==> config.mk <==
export PLATFORM = sky130hd
export DESIGN_NAME = soil_moisture_watering_decider
export DESIGN_NICKNAME = d
export VERILOG_FILES = /design/src/design/smwd_pkg.sv /design/src/design/soil_moisture_watering_decider.sv /design/src/design/smwd_ram.sv /design/src/design/smwd_div.sv /design/src/design/smwd_ctrl.sv /design/src/design/smwd_dp.sv
export SDC_FILE = /design/constraint.sdc
export NUM_CORES = 1
export LEC_CHECK = 0
export ABC_AREA = 1
export BUFFER_PORTS_ARGS = -buffer_cell sky130_fd_sc_hd__buf_2
export CORE_AREA = 4 4 308 219
export DETAILED_ROUTE_END_ITERATION = 16
export DIE_AREA = 0 0 312 223
export HOLD_SLACK_MARGIN = 0.06
export PLACE_DENSITY = 0.53
export SETUP_SLACK_MARGIN = 0.1
export SYNTH_ARGS = -nofsm -noshare
export SYNTH_HDL_FRONTEND = slang
export SYNTH_SLANG_ARGS = --single-unit
==> constraint.sdc <==
create_clock -name clk -period 7.01 [get_ports clk]
set_input_delay 1.7525 -clock clk [delete_from_list [all_inputs] [get_ports clk]]
set_output_delay 1.7525 -clock clk [all_outputs]
set_load 0.03 [all_outputs]
==> src/design/smwd_pkg.sv <==
package smwd_pkg;

  localparam int SAMPLE_W   = 10;
  localparam int TIME_W     = 32;
  localparam int PULSE_W    = 16;
  localparam int PCT_W      = 7;
  localparam int COUNT_W    = 32;
  localparam int SPAN_W     = SAMPLE_W + 1;
  // |sample - dry| * 100 fits in 17 bits
  localparam int MAP_W      = 17;
  localparam int CFG_IDX_W  = 3;
  localparam int CFG_DATA_W = 32;
  localparam int IN_DATA_W  = 72;
  localparam int OUT_DATA_W = 64;
  localparam int PCT_MAX    = 100;

  localparam logic [SAMPLE_W-1:0] DRY_RESET   = 10'd600;
  localparam logic [SAMPLE_W-1:0] WET_RESET   = 10'd300;
  localparam logic [TIME_W-1:0]   PAUSE_RESET = 32'd3600000;
  localparam logic [SAMPLE_W-1:0] LIGHT_RESET = 10'd20;
  localparam logic [PCT_W-1:0]    MOIST_RESET = 7'd60;

  typedef enum logic [CFG_IDX_W-1:0] {
    REG_DRY_READING    = 3'd0,
    REG_WET_READING    = 3'd1,
    REG_PAUSE_TICKS    = 3'd2,
    REG_LIGHT_LIMIT    = 3'd3,
    REG_MOISTURE_LIMIT = 3'd4
  } cfg_reg_t;

  typedef struct packed {
    logic load_in;
    logic map_go;
    logic write_win;
    logic avg_take;
    logic out_load;
  } smwd_cmd_t;

  typedef struct packed {
    logic div_done;
    logic out_free;
  } smwd_sts_t;

endpackage

==> src/design/soil_moisture_watering_decider.sv <==
// Soil moisture watering decider. Each request is a moisture sample
// (s_tuser = 0) or a watering check (s_tuser = 1) and gives exactly one
// result. A sample is mapped from the dry/wet calibration span to a clamped
// percent and pushed into a WINDOW_DEPTH-entry window; a check orders
// watering when the pause has strictly passed, light is below its limit and
// the window average is below the moisture limit. One request is in work at a
// time. A sample goes from acceptance through capture, the start of the
// bit-serial calibration divider, its 17 quotient bits at one per cycle, the
// wait for it to finish, a window update, a reciprocal-multiply average and
// the output load. A check goes through capture, average and output load.
// A finished result sits in the output register, so the next request
// can be taken while it waits; a result still held there stalls the next one
// at its output load. Registers are to be written only while idle; the block
// itself does not enforce this.
module soil_moisture_watering_decider #(
  parameter int WINDOW_DEPTH = 8
) (
  input  logic                              clk,
  input  logic                              rst,
  input  logic                              cfg_we,
  input  logic [smwd_pkg::CFG_IDX_W-1:0]    cfg_index,
  input  logic [smwd_pkg::CFG_DATA_W-1:0]   cfg_data,
  input  logic                              s_tvalid,
  output logic                              s_tready,
  // moisture_sample[9:0], light_sample[19:10], now_time[51:20],
  // pulse_request[67:52], zero fill
  input  logic [smwd_pkg::IN_DATA_W-1:0]    s_tdata,
  // mode
  input  logic                              s_tuser,
  output logic                              m_tvalid,
  input  logic                              m_tready,
  // moisture_percent[6:0], average_percent[13:7], water_now[14],
  // pulse_length[30:15], watering_total[62:31], zero fill
  output logic [smwd_pkg::OUT_DATA_W-1:0]   m_tdata
);
  import smwd_pkg::*;

  smwd_cmd_t cmd;
  smwd_sts_t sts;

  smwd_ctrl u_ctrl (
    .clk     (clk),
    .rst     (rst),
    .s_tvalid(s_tvalid),
    .s_tuser (s_tuser),
    .s_tready(s_tready),
    .cmd     (cmd),
    .sts     (sts)
  );

  smwd_dp #(
    .WINDOW_DEPTH(WINDOW_DEPTH)
  ) u_dp (
    .clk      (clk),
    .rst      (rst),
    .cfg_we   (cfg_we),
    .cfg_index(cfg_index),
    .cfg_data (cfg_data),
    .s_tdata  (s_tdata),
    .s_tuser  (s_tuser),
    .m_tvalid (m_tvalid),
    .m_tready (m_tready),
    .m_tdata  (m_tdata),
    .cmd      (cmd),
    .sts      (sts)
  );

endmodule

==> src/design/smwd_ram.sv <==
module smwd_ram #(
  parameter int WIDTH = 8,
  parameter int DEPTH = 8
) (
  input  logic                                   clk,
  input  logic                                   we,
  input  logic [((DEPTH > 1) ? $clog2(DEPTH) : 1)-1:0] waddr,
  input  logic [WIDTH-1:0]                       wdata,
  input  logic [((DEPTH > 1) ? $clog2(DEPTH) : 1)-1:0] raddr,
  output logic [WIDTH-1:0]                       rdata
);

  logic [WIDTH-1:0] mem [DEPTH];

  always_ff @(posedge clk) begin
    if (we) begin
      mem[waddr] <= wdata;
    end
    rdata <= mem[raddr];
  end

endmodule

==> src/design/smwd_div.sv <==
module smwd_div #(
  parameter int DIV_W = 17,
  parameter int DVS_W = 10
) (
  input  logic             clk,
  input  logic             rst,
  input  logic             start,
  input  logic [DIV_W-1:0] dividend,
  input  logic [DVS_W-1:0] divisor,
  output logic [DIV_W-1:0] quotient,
  output logic             done
);

  localparam int CNT_W = $clog2(DIV_W + 1);

  logic [DVS_W-1:0] rem;
  logic [DVS_W-1:0] dvs;
  logic [DIV_W-1:0] quo;
  logic [CNT_W-1:0] cnt;
  logic             busy;
  logic [DVS_W:0]   shifted;
  logic             ge;

  // restoring division, one quotient bit per cycle
  assign shifted  = {rem, quo[DIV_W-1]};
  assign ge       = shifted >= {1'b0, dvs};
  assign quotient = quo;

  always_ff @(posedge clk) begin
    if (rst) begin
      busy <= 1'b0;
      done <= 1'b0;
      cnt  <= '0;
    end else begin
      done <= busy && (cnt == CNT_W'(1));
      if (start) begin
        busy <= 1'b1;
        cnt  <= CNT_W'(DIV_W);
      end else if (busy) begin
        cnt <= cnt - CNT_W'(1);
        if (cnt == CNT_W'(1)) begin
          busy <= 1'b0;
        end
      end
    end
  end

  always_ff @(posedge clk) begin
    if (start) begin
      rem <= '0;
      quo <= dividend;
      dvs <= divisor;
    end else if (busy) begin
      rem <= ge ? DVS_W'(shifted - {1'b0, dvs}) : shifted[DVS_W-1:0];
      quo <= {quo[DIV_W-2:0], ge};
    end
  end

endmodule

==> src/design/smwd_ctrl.sv <==
module smwd_ctrl (
  input  logic                 clk,
  input  logic                 rst,
  input  logic                 s_tvalid,
  input  logic                 s_tuser,
  output logic                 s_tready,
  output smwd_pkg::smwd_cmd_t  cmd,
  input  smwd_pkg::smwd_sts_t  sts
);
  import smwd_pkg::*;

  typedef enum logic [5:0] {
    S_IDLE     = 6'b000001,
    S_MAP_GO   = 6'b000010,
    S_MAP_WAIT = 6'b000100,
    S_WRITE    = 6'b001000,
    S_AVG      = 6'b010000,
    S_OUT      = 6'b100000
  } state_t;

  state_t state;
  state_t state_next;

  assign s_tready = (state == S_IDLE);

  always_comb begin
    state_next = state;
    cmd        = '0;
    case (state)
      S_IDLE: begin
        if (s_tvalid) begin
          cmd.load_in = 1'b1;
          state_next  = s_tuser ? S_AVG : S_MAP_GO;
        end
      end
      S_MAP_GO: begin
        cmd.map_go = 1'b1;
        state_next = S_MAP_WAIT;
      end
      S_MAP_WAIT: begin
        if (sts.div_done) begin
          state_next = S_WRITE;
        end
      end
      S_WRITE: begin
        cmd.write_win = 1'b1;
        state_next    = S_AVG;
      end
      S_AVG: begin
        cmd.avg_take = 1'b1;
        state_next   = S_OUT;
      end
      S_OUT: begin
        if (sts.out_free) begin
          cmd.out_load = 1'b1;
          state_next   = S_IDLE;
        end
      end
      default: begin
        state_next = S_IDLE;
      end
    endcase
  end

  always_ff @(posedge clk) begin
    if (rst) begin
      state <= S_IDLE;
    end else begin
      state <= state_next;
    end
  end

endmodule

==> src/design/smwd_dp.sv <==
module smwd_dp #(
  parameter int WINDOW_DEPTH = 8
) (
  input  logic                                clk,
  input  logic                                rst,
  input  logic                                cfg_we,
  input  logic [smwd_pkg::CFG_IDX_W-1:0]      cfg_index,
  input  logic [smwd_pkg::CFG_DATA_W-1:0]     cfg_data,
  input  logic [smwd_pkg::IN_DATA_W-1:0]      s_tdata,
  input  logic                                s_tuser,
  output logic                                m_tvalid,
  input  logic                                m_tready,
  output logic [smwd_pkg::OUT_DATA_W-1:0]     m_tdata,
  input  smwd_pkg::smwd_cmd_t                 cmd,
  output smwd_pkg::smwd_sts_t                 sts
);
  import smwd_pkg::*;

  localparam int PTR_W = (WINDOW_DEPTH > 1) ? $clog2(WINDOW_DEPTH) : 1;
  localparam int SUM_W = $clog2(PCT_MAX * WINDOW_DEPTH + 1);
  // average by reciprocal multiply, exact for every sum below 2**SUM_W
  localparam int AVG_SHIFT = SUM_W + $clog2(WINDOW_DEPTH);
  localparam int AVG_MUL   = (2 ** AVG_SHIFT + WINDOW_DEPTH - 1) / WINDOW_DEPTH;
  localparam int PROD_W    = 2 * SUM_W + 2;

  // configuration
  logic [SAMPLE_W-1:0] dry_reading;
  logic [SAMPLE_W-1:0] wet_reading;
  logic [TIME_W-1:0]   pause_ticks;
  logic [SAMPLE_W-1:0] light_limit;
  logic [PCT_W-1:0]    moisture_limit;

  // captured request
  logic                mode;
  logic [SAMPLE_W-1:0] moist;
  logic [SAMPLE_W-1:0] light;
  logic [TIME_W-1:0]   now_time;
  logic [PULSE_W-1:0]  pulse;

  // window and watering state
  logic [WINDOW_DEPTH-1:0] win_valid;
  logic [PTR_W-1:0]        win_ptr;
  logic [SUM_W-1:0]        win_sum;
  logic [TIME_W-1:0]       last_water_time;
  logic [COUNT_W-1:0]      water_count;
  logic [COUNT_W-1:0]      water_count_next;
  logic [PCT_W-1:0]        percent;
  logic [PCT_W-1:0]        average;
  logic                    map_zero;

  logic signed [SPAN_W-1:0] span;
  logic signed [SPAN_W-1:0] diff;
  logic [SPAN_W-1:0]        span_abs;
  logic [SPAN_W-1:0]        diff_abs;
  logic [MAP_W-1:0]         map_num;
  logic                     map_zero_c;

  logic                div_start;
  logic [MAP_W-1:0]    div_dividend;
  logic [SAMPLE_W-1:0] div_divisor;
  logic [MAP_W-1:0]    div_quo;
  logic                div_done;

  logic [PROD_W-1:0] avg_prod;
  logic [PCT_W-1:0]  avg_c;

  logic [PCT_W-1:0]  ram_rdata;
  logic [PCT_W-1:0]  old_pct;
  logic [PCT_W-1:0]  pct_c;
  logic              water_c;

  assign span     = $signed({1'b0, wet_reading}) - $signed({1'b0, dry_reading});
  assign diff     = $signed({1'b0, moist}) - $signed({1'b0, dry_reading});
  assign span_abs = span[SPAN_W-1] ? SPAN_W'(-span) : SPAN_W'(span);
  assign diff_abs = diff[SPAN_W-1] ? SPAN_W'(-diff) : SPAN_W'(diff);
  assign map_num  = MAP_W'(diff_abs[SAMPLE_W-1:0]) * MAP_W'(PCT_MAX);

  // opposite signs or a zero term truncate to a percent of at most zero
  assign map_zero_c = (span == '0) || (diff == '0) || (span[SPAN_W-1] != diff[SPAN_W-1]);

  assign div_start    = cmd.map_go;
  assign div_dividend = map_num;
  assign div_divisor  = span_abs[SAMPLE_W-1:0];

  smwd_div #(
    .DIV_W(MAP_W),
    .DVS_W(SAMPLE_W)
  ) u_div (
    .clk     (clk),
    .rst     (rst),
    .start   (div_start),
    .dividend(div_dividend),
    .divisor (div_divisor),
    .quotient(div_quo),
    .done    (div_done)
  );

  smwd_ram #(
    .WIDTH(PCT_W),
    .DEPTH(WINDOW_DEPTH)
  ) u_window (
    .clk  (clk),
    .we   (cmd.write_win),
    .waddr(win_ptr),
    .wdata(pct_c),
    .raddr(win_ptr),
    .rdata(ram_rdata)
  );

  assign pct_c = map_zero ? '0 :
                 (div_quo >= MAP_W'(PCT_MAX)) ? PCT_W'(PCT_MAX) : div_quo[PCT_W-1:0];
  // unwritten slots count as zero, whatever the window RAM holds there
  assign old_pct = win_valid[win_ptr] ? ram_rdata : '0;

  assign avg_prod = PROD_W'(win_sum) * PROD_W'(AVG_MUL);
  assign avg_c    = avg_prod[AVG_SHIFT +: PCT_W];

  assign water_c = mode
                && ((now_time - last_water_time) > pause_ticks)
                && (light < light_limit)
                && (average < moisture_limit);
  assign water_count_next = water_c ? water_count + COUNT_W'(1) : water_count;

  assign sts.div_done = div_done;
  assign sts.out_free = !m_tvalid || m_tready;

  always_ff @(posedge clk) begin
    if (rst) begin
      dry_reading     <= DRY_RESET;
      wet_reading     <= WET_RESET;
      pause_ticks     <= PAUSE_RESET;
      light_limit     <= LIGHT_RESET;
      moisture_limit  <= MOIST_RESET;
      win_valid       <= '0;
      win_ptr         <= '0;
      win_sum         <= '0;
      last_water_time <= '0;
      water_count     <= '0;
      m_tvalid        <= 1'b0;
    end else begin
      if (cfg_we) begin
        case (cfg_reg_t'(cfg_index))
          REG_DRY_READING:    dry_reading    <= cfg_data[SAMPLE_W-1:0];
          REG_WET_READING:    wet_reading    <= cfg_data[SAMPLE_W-1:0];
          REG_PAUSE_TICKS:    pause_ticks    <= cfg_data[TIME_W-1:0];
          REG_LIGHT_LIMIT:    light_limit    <= cfg_data[SAMPLE_W-1:0];
          REG_MOISTURE_LIMIT: moisture_limit <= cfg_data[PCT_W-1:0];
          default: begin
          end
        endcase
      end
      if (cmd.write_win) begin
        win_valid[win_ptr] <= 1'b1;
        win_sum            <= win_sum - SUM_W'(old_pct) + SUM_W'(pct_c);
        win_ptr            <= (win_ptr == PTR_W'(WINDOW_DEPTH - 1)) ? '0
                                                                    : win_ptr + PTR_W'(1);
      end
      if (cmd.out_load) begin
        m_tvalid    <= 1'b1;
        water_count <= water_count_next;
        if (water_c) begin
          last_water_time <= now_time;
        end
      end else if (m_tready) begin
        m_tvalid <= 1'b0;
      end
    end
  end

  always_ff @(posedge clk) begin
    if (cmd.load_in) begin
      mode     <= s_tuser;
      moist    <= s_tdata[9:0];
      light    <= s_tdata[19:10];
      now_time <= s_tdata[51:20];
      pulse    <= s_tdata[67:52];
      percent  <= '0;
    end
    if (cmd.map_go) begin
      map_zero <= map_zero_c;
    end
    if (cmd.write_win) begin
      percent <= pct_c;
    end
    if (cmd.avg_take) begin
      average <= avg_c;
    end
    if (cmd.out_load) begin
      m_tdata <= {1'b0, water_count_next, (water_c ? pulse : PULSE_W'(0)),
                  water_c, average, percent};
    end
  end

endmodule

; Word-level counts from Yosys, hierarchy flattened
; Memories as Yosys holds them, arrays and structs flattened. A register that Yosys moved wholly into a read port is not among the register bits.
; Cells that the tools add are included.
; W data, S select, Z words.
[totals]
reg_bits = 352
ram_bits = 56
in_bits = 113
out_inout_bits = 66
n_memories = 1
[classes]
addsub = 11
mul = 1
n_lt_le_gt_ge = 7
eq_ne = 16
mux = 37
bitwise_logic = 1
n_reduce_logical = 23
[mem_list]
columns = memory, words, word_bits, rd, rd_clocked_by_memory_dff, write_ports, line_no
row1 = u_dp.u_window.mem, 8, 7, 1, 1, 1, smwd_ram.sv:13  ; logic [WIDTH-1:0] mem [DEPTH];
[ops]
columns = operator, n
row1 = $pmux W6 S6, 1
row2 = $mux W7, 5
row3 = $mux W17, 2
row4 = $add A32 B1 Y32 const B, 1
row5 = $gt A32 B32 Y1, 1
row6 = $mux W32, 1
row7 = $sub A32 B32 Y32, 1
row8 = $mux W10, 3
row9 = $logic_not A11 Y1, 2
row10 = $sub A10 B10 Y11, 2
row11 = $neg A10 Y10, 2
row12 = $mux W6, 3
row13 = $ge A17 B7 Y1 const B, 1
row14 = $mux W1, 16
row15 = $mul A10 B5 Y15 const B, 1
row16 = $mux W5, 3
row17 = $reduce_and A2 Y1, 6
row18 = $ge A11 B10 Y1, 1
row19 = $add A10 B7 Y10, 1
row20 = $lt A10 B10 Y1, 1
row21 = $sub A10 B10 Y10, 1
row22 = $sub A10 B7 Y10, 1
row23 = $or A8 B8 Y8, 1
row24 = $lt A7 B7 Y1, 1
row25 = 27 further kinds, 38

; Longest topological paths before layout
[depth]
word_depth = 6
ltp_mapped = 31

; Modules after synthesis
; A second synthesis with hierarchy kept.
[unflattened]
hier_cells = 2848
hier_area_um2 = 23366.2
[modules_own_cells]
columns = mod, n_inst, cells_each, area_each_um2, seq_area_each_um2
row1 = smwd_dp, 1, 2221, 17797.1, 7517.2
row2 = smwd_ram, 1, 266, 2718.9, 1821.7
row3 = smwd_div, 1, 303, 2438.6, 1151.1
row4 = smwd_ctrl, 1, 58, 411.6, 120.1

; Least setup slack after synthesis
; Ideal clock, no wire load.
[synth_timing]
path_type = input port to flip-flop
startpoint = input s_tvalid
endpoint = register u_dp.light[0] (enable)
t_arrival_ns = 4.680
slack_ns = 1.834
path_stages = 2
path_cell_list = inv_1 -> nor2_1
[synth_lines]
columns = item, line_no
row1 = from (decl), soil_moisture_watering_decider.sv:23  ; input logic s_tvalid,
row2 = to (signal assigned), smwd_dp.sv:174  ; light <= s_tdata[19:10];
row3 = to (decl), smwd_dp.sv:36  ; logic [SAMPLE_W-1:0] light;

; Worst setup path after layout
[layout_timing]
startpoint = register u_dp.now_time[0]
endpoint = register u_dp.last_water_time[21]
[layout_between]
elab_chain_len = 6
[layout_lines]
columns = item, line_no
row1 = from (decl), smwd_dp.sv:37  ; logic [TIME_W-1:0] now_time;
row2 = from (signal assigned), smwd_dp.sv:175  ; now_time <= s_tdata[51:20];
row3 = $sub A32 B32 Y32, smwd_dp.sv:119  ; && ((now_time - last_water_time) > pause_ticks)
row4 = $gt A32 B32 Y1, smwd_dp.sv:119
row5 = $logic_and A1 B1 Y1, smwd_dp.sv:119
row6 = $logic_and A1 B1 Y1, smwd_dp.sv:120  ; && (light < light_limit)
row7 = $logic_and A1 B1 Y1, smwd_dp.sv:121  ; && (average < moisture_limit);
row8 = $reduce_and A2 Y1 (no line), --
row9 = to (signal assigned), smwd_dp.sv:162  ; last_water_time <= now_time;
row10 = to (decl), smwd_dp.sv:44  ; logic [TIME_W-1:0] last_water_time;
; Every way passes these cells.
; A chain may end at the register's enable or synchronous reset.

==> run_results.csv <==
group,metric,value,unit
global_routing,use_met3,2.91,%
sta,hold_violations,0,
global_routing,grt_util_met1,24.5,%
clock_tree,htreeDepth,2,
synth,netlist_area,22400,um2
critical_path,r2r_cells,26,
worst_hold_path,worstHoldStart,"u_dp.percent[1]",
drt,drt-initial-drc-count,1365,
critical_path,startpoint_type,"register",
critical_path,arrival,5.98,ns
clock_tree,numCtsBuffers,45,
critical_path,crit_type,"register to register",
drt,wl_per_cell,16.0,um
global_routing,grt_pass1_wl,92200,um
sta,worst_slack,1.54,ns
synth,netlist_instances,2625,
finish,utilization,39.8,%
worst_hold_path,hold_depth,0,
sta,report.final.slew_viol_count,0,
critical_path,slowest_delay,0.68,ns
drt,drtAntennaViolNets,0,
critical_path,cp_max_fo,35,
critical_path,reg2reg_slack,1.54,ns
clock_tree,cts_hold_buf,0,
sta,worst_slew_pin_slew,1.19,ns
finish,area_growth,14.3,%
clock_tree,post_cts_buffers,0,
floorplan,die_h,223,um
synth,syn_nets,2913,
clock_tree,cts.sinks,415,
clock_tree,cts-root-buf,"clkbuf_16",
synth,seq_area_frac_synth,47.2,%
critical_path,r2r-start,"u_dp.now_time[0]",
floorplan,core_area,64400,um2
critical_path,cp.required,7.52,ns
drt,routed_wl,58800,um
floorplan,rows,78,
critical_path,rr_endpoint,"u_dp.last_water_time[21]",
clock_tree,worstSkewPairLatency,0.60,ns
global_routing,met2_usage,24.3,%
drt,via_count,17924,
place,gp_congestion,0.883,
drt,drt-pass1-iter-count,6,
synth,ys_async_sr_fraction,0,%
place,hpwl,43500,um
sta,tns,0,ns
critical_path,path_buf_inv,4,
synth,yosysTopAreaCell,"edfxtp_1",
power,ir_drop,0.292,mV
global_routing,grt_max_degree,85,
synth,synth_warnings,0,
critical_path,crit_slowest_cell,"nor2_4",
global_routing,grt-busiest-layer,"met1",
drt,drc,0,
place,dp_cells,3585,
floorplan,die_w,312,um
finish,layout-drive-gt1-share,10.5,%
flow_run,max_cap_violations,0,
place,dp_slack,1.60,ns
sta,grt_setup_unrepaired,"false",
global_routing,overflow,0,
sta,slew_headroom,20.6,%
sta,fin_crit,5.47,ns
finish,layout.nets,3080,
sta,max_freq,183,MHz
worst_hold_path,hp-class,"register to register",
synth,ys_ff_latch,415,
critical_path,path_common_cell,"nand2_1",
worst_hold_path,hold_path_end,"u_dp.m_tdata[1]",
clock_tree,max-clock-path-buffers,3,
finish,finalNonFillerCells,3671,
critical_path,critPathTopFamily,"simple AND/OR/NAND/NOR gates",
power,power.leakage,0.0112,uW
power,powerDensity,286,nW/um2
sta,post-route-period-util,78.0,%
synth,synth_cell_types,51,
floorplan,die_area,69600,um2
sta,fin_skew,0.0268,ns
synth,synth.avg_cell_area,8.54,um2
synth,synth_area_leaders,"edfxtp_1 31%, dfxtp_1 17%, ha_1 8.9%",
clock_tree,cts_tree,"done",
global_routing,track_usage,16.4,%
drt,vias_per_cell,4.88,
place,port-buffer-count,173,
clock_tree,cts_resized,0,
status,run_status,"complete, no violations",
synth,synth-edff-count,228,
global_routing,grt_pass1_vias,16831,
synth,synth_top_area_share,30.5,%
critical_path,endpoint_kind,"register",
synth,synth_ff_type,"edfxtp_1",
clock_tree,clkTransAtPathRegs,0.06,ns
floorplan,ioPinCount,179,
sta,setup_viol,0,
floorplan,start_util,34.8,%
global_routing,grt_antenna_before_repair,3,
worst reg2reg max path: cells and delay by family, from the launching register on:
kind                       cells  cell delay (ns)
DFF                            1             0.36
buffers and inverters          4             0.60
and+or+nand+nor               14             2.41
adders and majority gates      3             0.82
AOI/OAI and AO/OA              5             1.21
cells by family (layout without fill, tap and decap cells):
group                      Yosys count  in the layout  share of synthesized area, %
xor gates and xnor gates            95             95                          3.71
AOI/OAI and AO/OA                  385            385                          9.89
DFF                                415            415                          47.2
other                                1              3                        0.0167
adders and majority gates          175            175                          10.3
and+or+nand+nor                   1048           1048                          20.1
buffers and inverters              506            710                          8.76
cells in the final DEF, fill, tap and decap left out, types with 79 or more instances in the layout:
| cell | n |
|---|---|
| dfxtp_1 | 187 |
| buf_2 | 173 |
| nand2_1 | 512 |
| edfxtp_1 | 228 |
| o21ai_0 | 116 |
| nand4_1 | 96 |
| inv_1 | 424 |
| a21oi_1 | 166 |
| xor2_1 | 79 |
| nor2_1 | 253 |
| nand3_1 | 102 |
| ha_1 | 159 |
worst max-delay path by stage:
| stage | slack [ns] | cells past startpoint | to | start |
|---|---|---|---|---|
| 2_1_floorplan | 1.83 | 2 | u_dp.light[0] | s_tvalid |
| 3_3_place_gp | 1.65 | 26 | u_dp.last_water_time[25] | u_dp.now_time[0] |
| 3_5_place_dp | 1.60 | 23 | u_dp.u_div.quotient[14] | u_dp.moist[0] |
| 4_1_cts | 1.56 | 23 | u_dp.u_div.quotient[14] | u_dp.moist[0] |
| 5_1_grt | 0.86 | 26 | u_dp.last_water_time[29] | u_dp.now_time[0] |
| 6_report | 1.54 | 26 | u_dp.last_water_time[21] | u_dp.now_time[0] |
sequential cells by signal, summed over array words and instances, names as in the netlist, 16 cells and up:
| register | cells |
|---|---|
| u_dp.pause_ticks | 32 |
| u_dp.last_water_time | 32 |
| u_dp.u_div.quotient | 17 |
| u_dp.now_time | 32 |
| u_dp.pulse | 16 |
| u_dp.m_tdata | 63 |
| u_dp.water_count | 32 |
| u_dp.u_window.mem | 56 |
routing by layer:
metal  vias to the layer above  part of all wire [%]
met3                        85                   5.8
met2                       461                    42
met1                      8328                    50
li1                       9050                     -
met5                         -                     0
met4                         0                   2.2
cell type report:
class	count	area (um2)
well taps	840	1050
multi-input cells	1704	9920
repair buffers	195	1030
inverters	431	1620
clock inverters	22	164
clock buffers	62	1250
diodes	2	5.00
fillers	6468	38800
flip-flops and latches	415	10600
power by group:
part | switching [uW] | internal, uW | total [uW]
Combinational | 1420 | 825 | 2240
Clock | 1020 | 1290 | 2320
Sequential | 57.7 | 2700 | 2750
Total | 2500 | 4820 | 7320
through the flow:
step,instance area [um2],power (uW),hold slack (ns)
after detailed placement,24200,5030,0.414
after CTS,25600,7400,0.417
after floorplan,22400,4490,0.400
after global routing,25600,7850,0.424
final,25600,7320,0.419
after global placement,24200,5010,0.413
cells in the mapped netlist, types with 4 or more instances:
cell type	number
buf_4	4
a21oi_1	166
dfxtp_1	187
xnor2_1	16
fa_1	16
or2_2	4
buf_6	4
nor4_1	14
nand2_1	512
nand4_1	96
nor3_1	40
ha_1	159
edfxtp_1	228
a22o_1	13
o21ai_0	116
a22oi_1	10
a31oi_1	8
a211oi_1	4
nor2_1	256
o211ai_1	24
inv_1	424
nand3_1	102
a21o_1	10
buf_1	4
o21bai_1	7
buf_2	16
o2111ai_1	4
a221oi_1	9
inv_2	4
clkbuf_1	47
xor2_1	79
nor2_2	13
No activity file was read; power rests on OpenSTA's default activity.
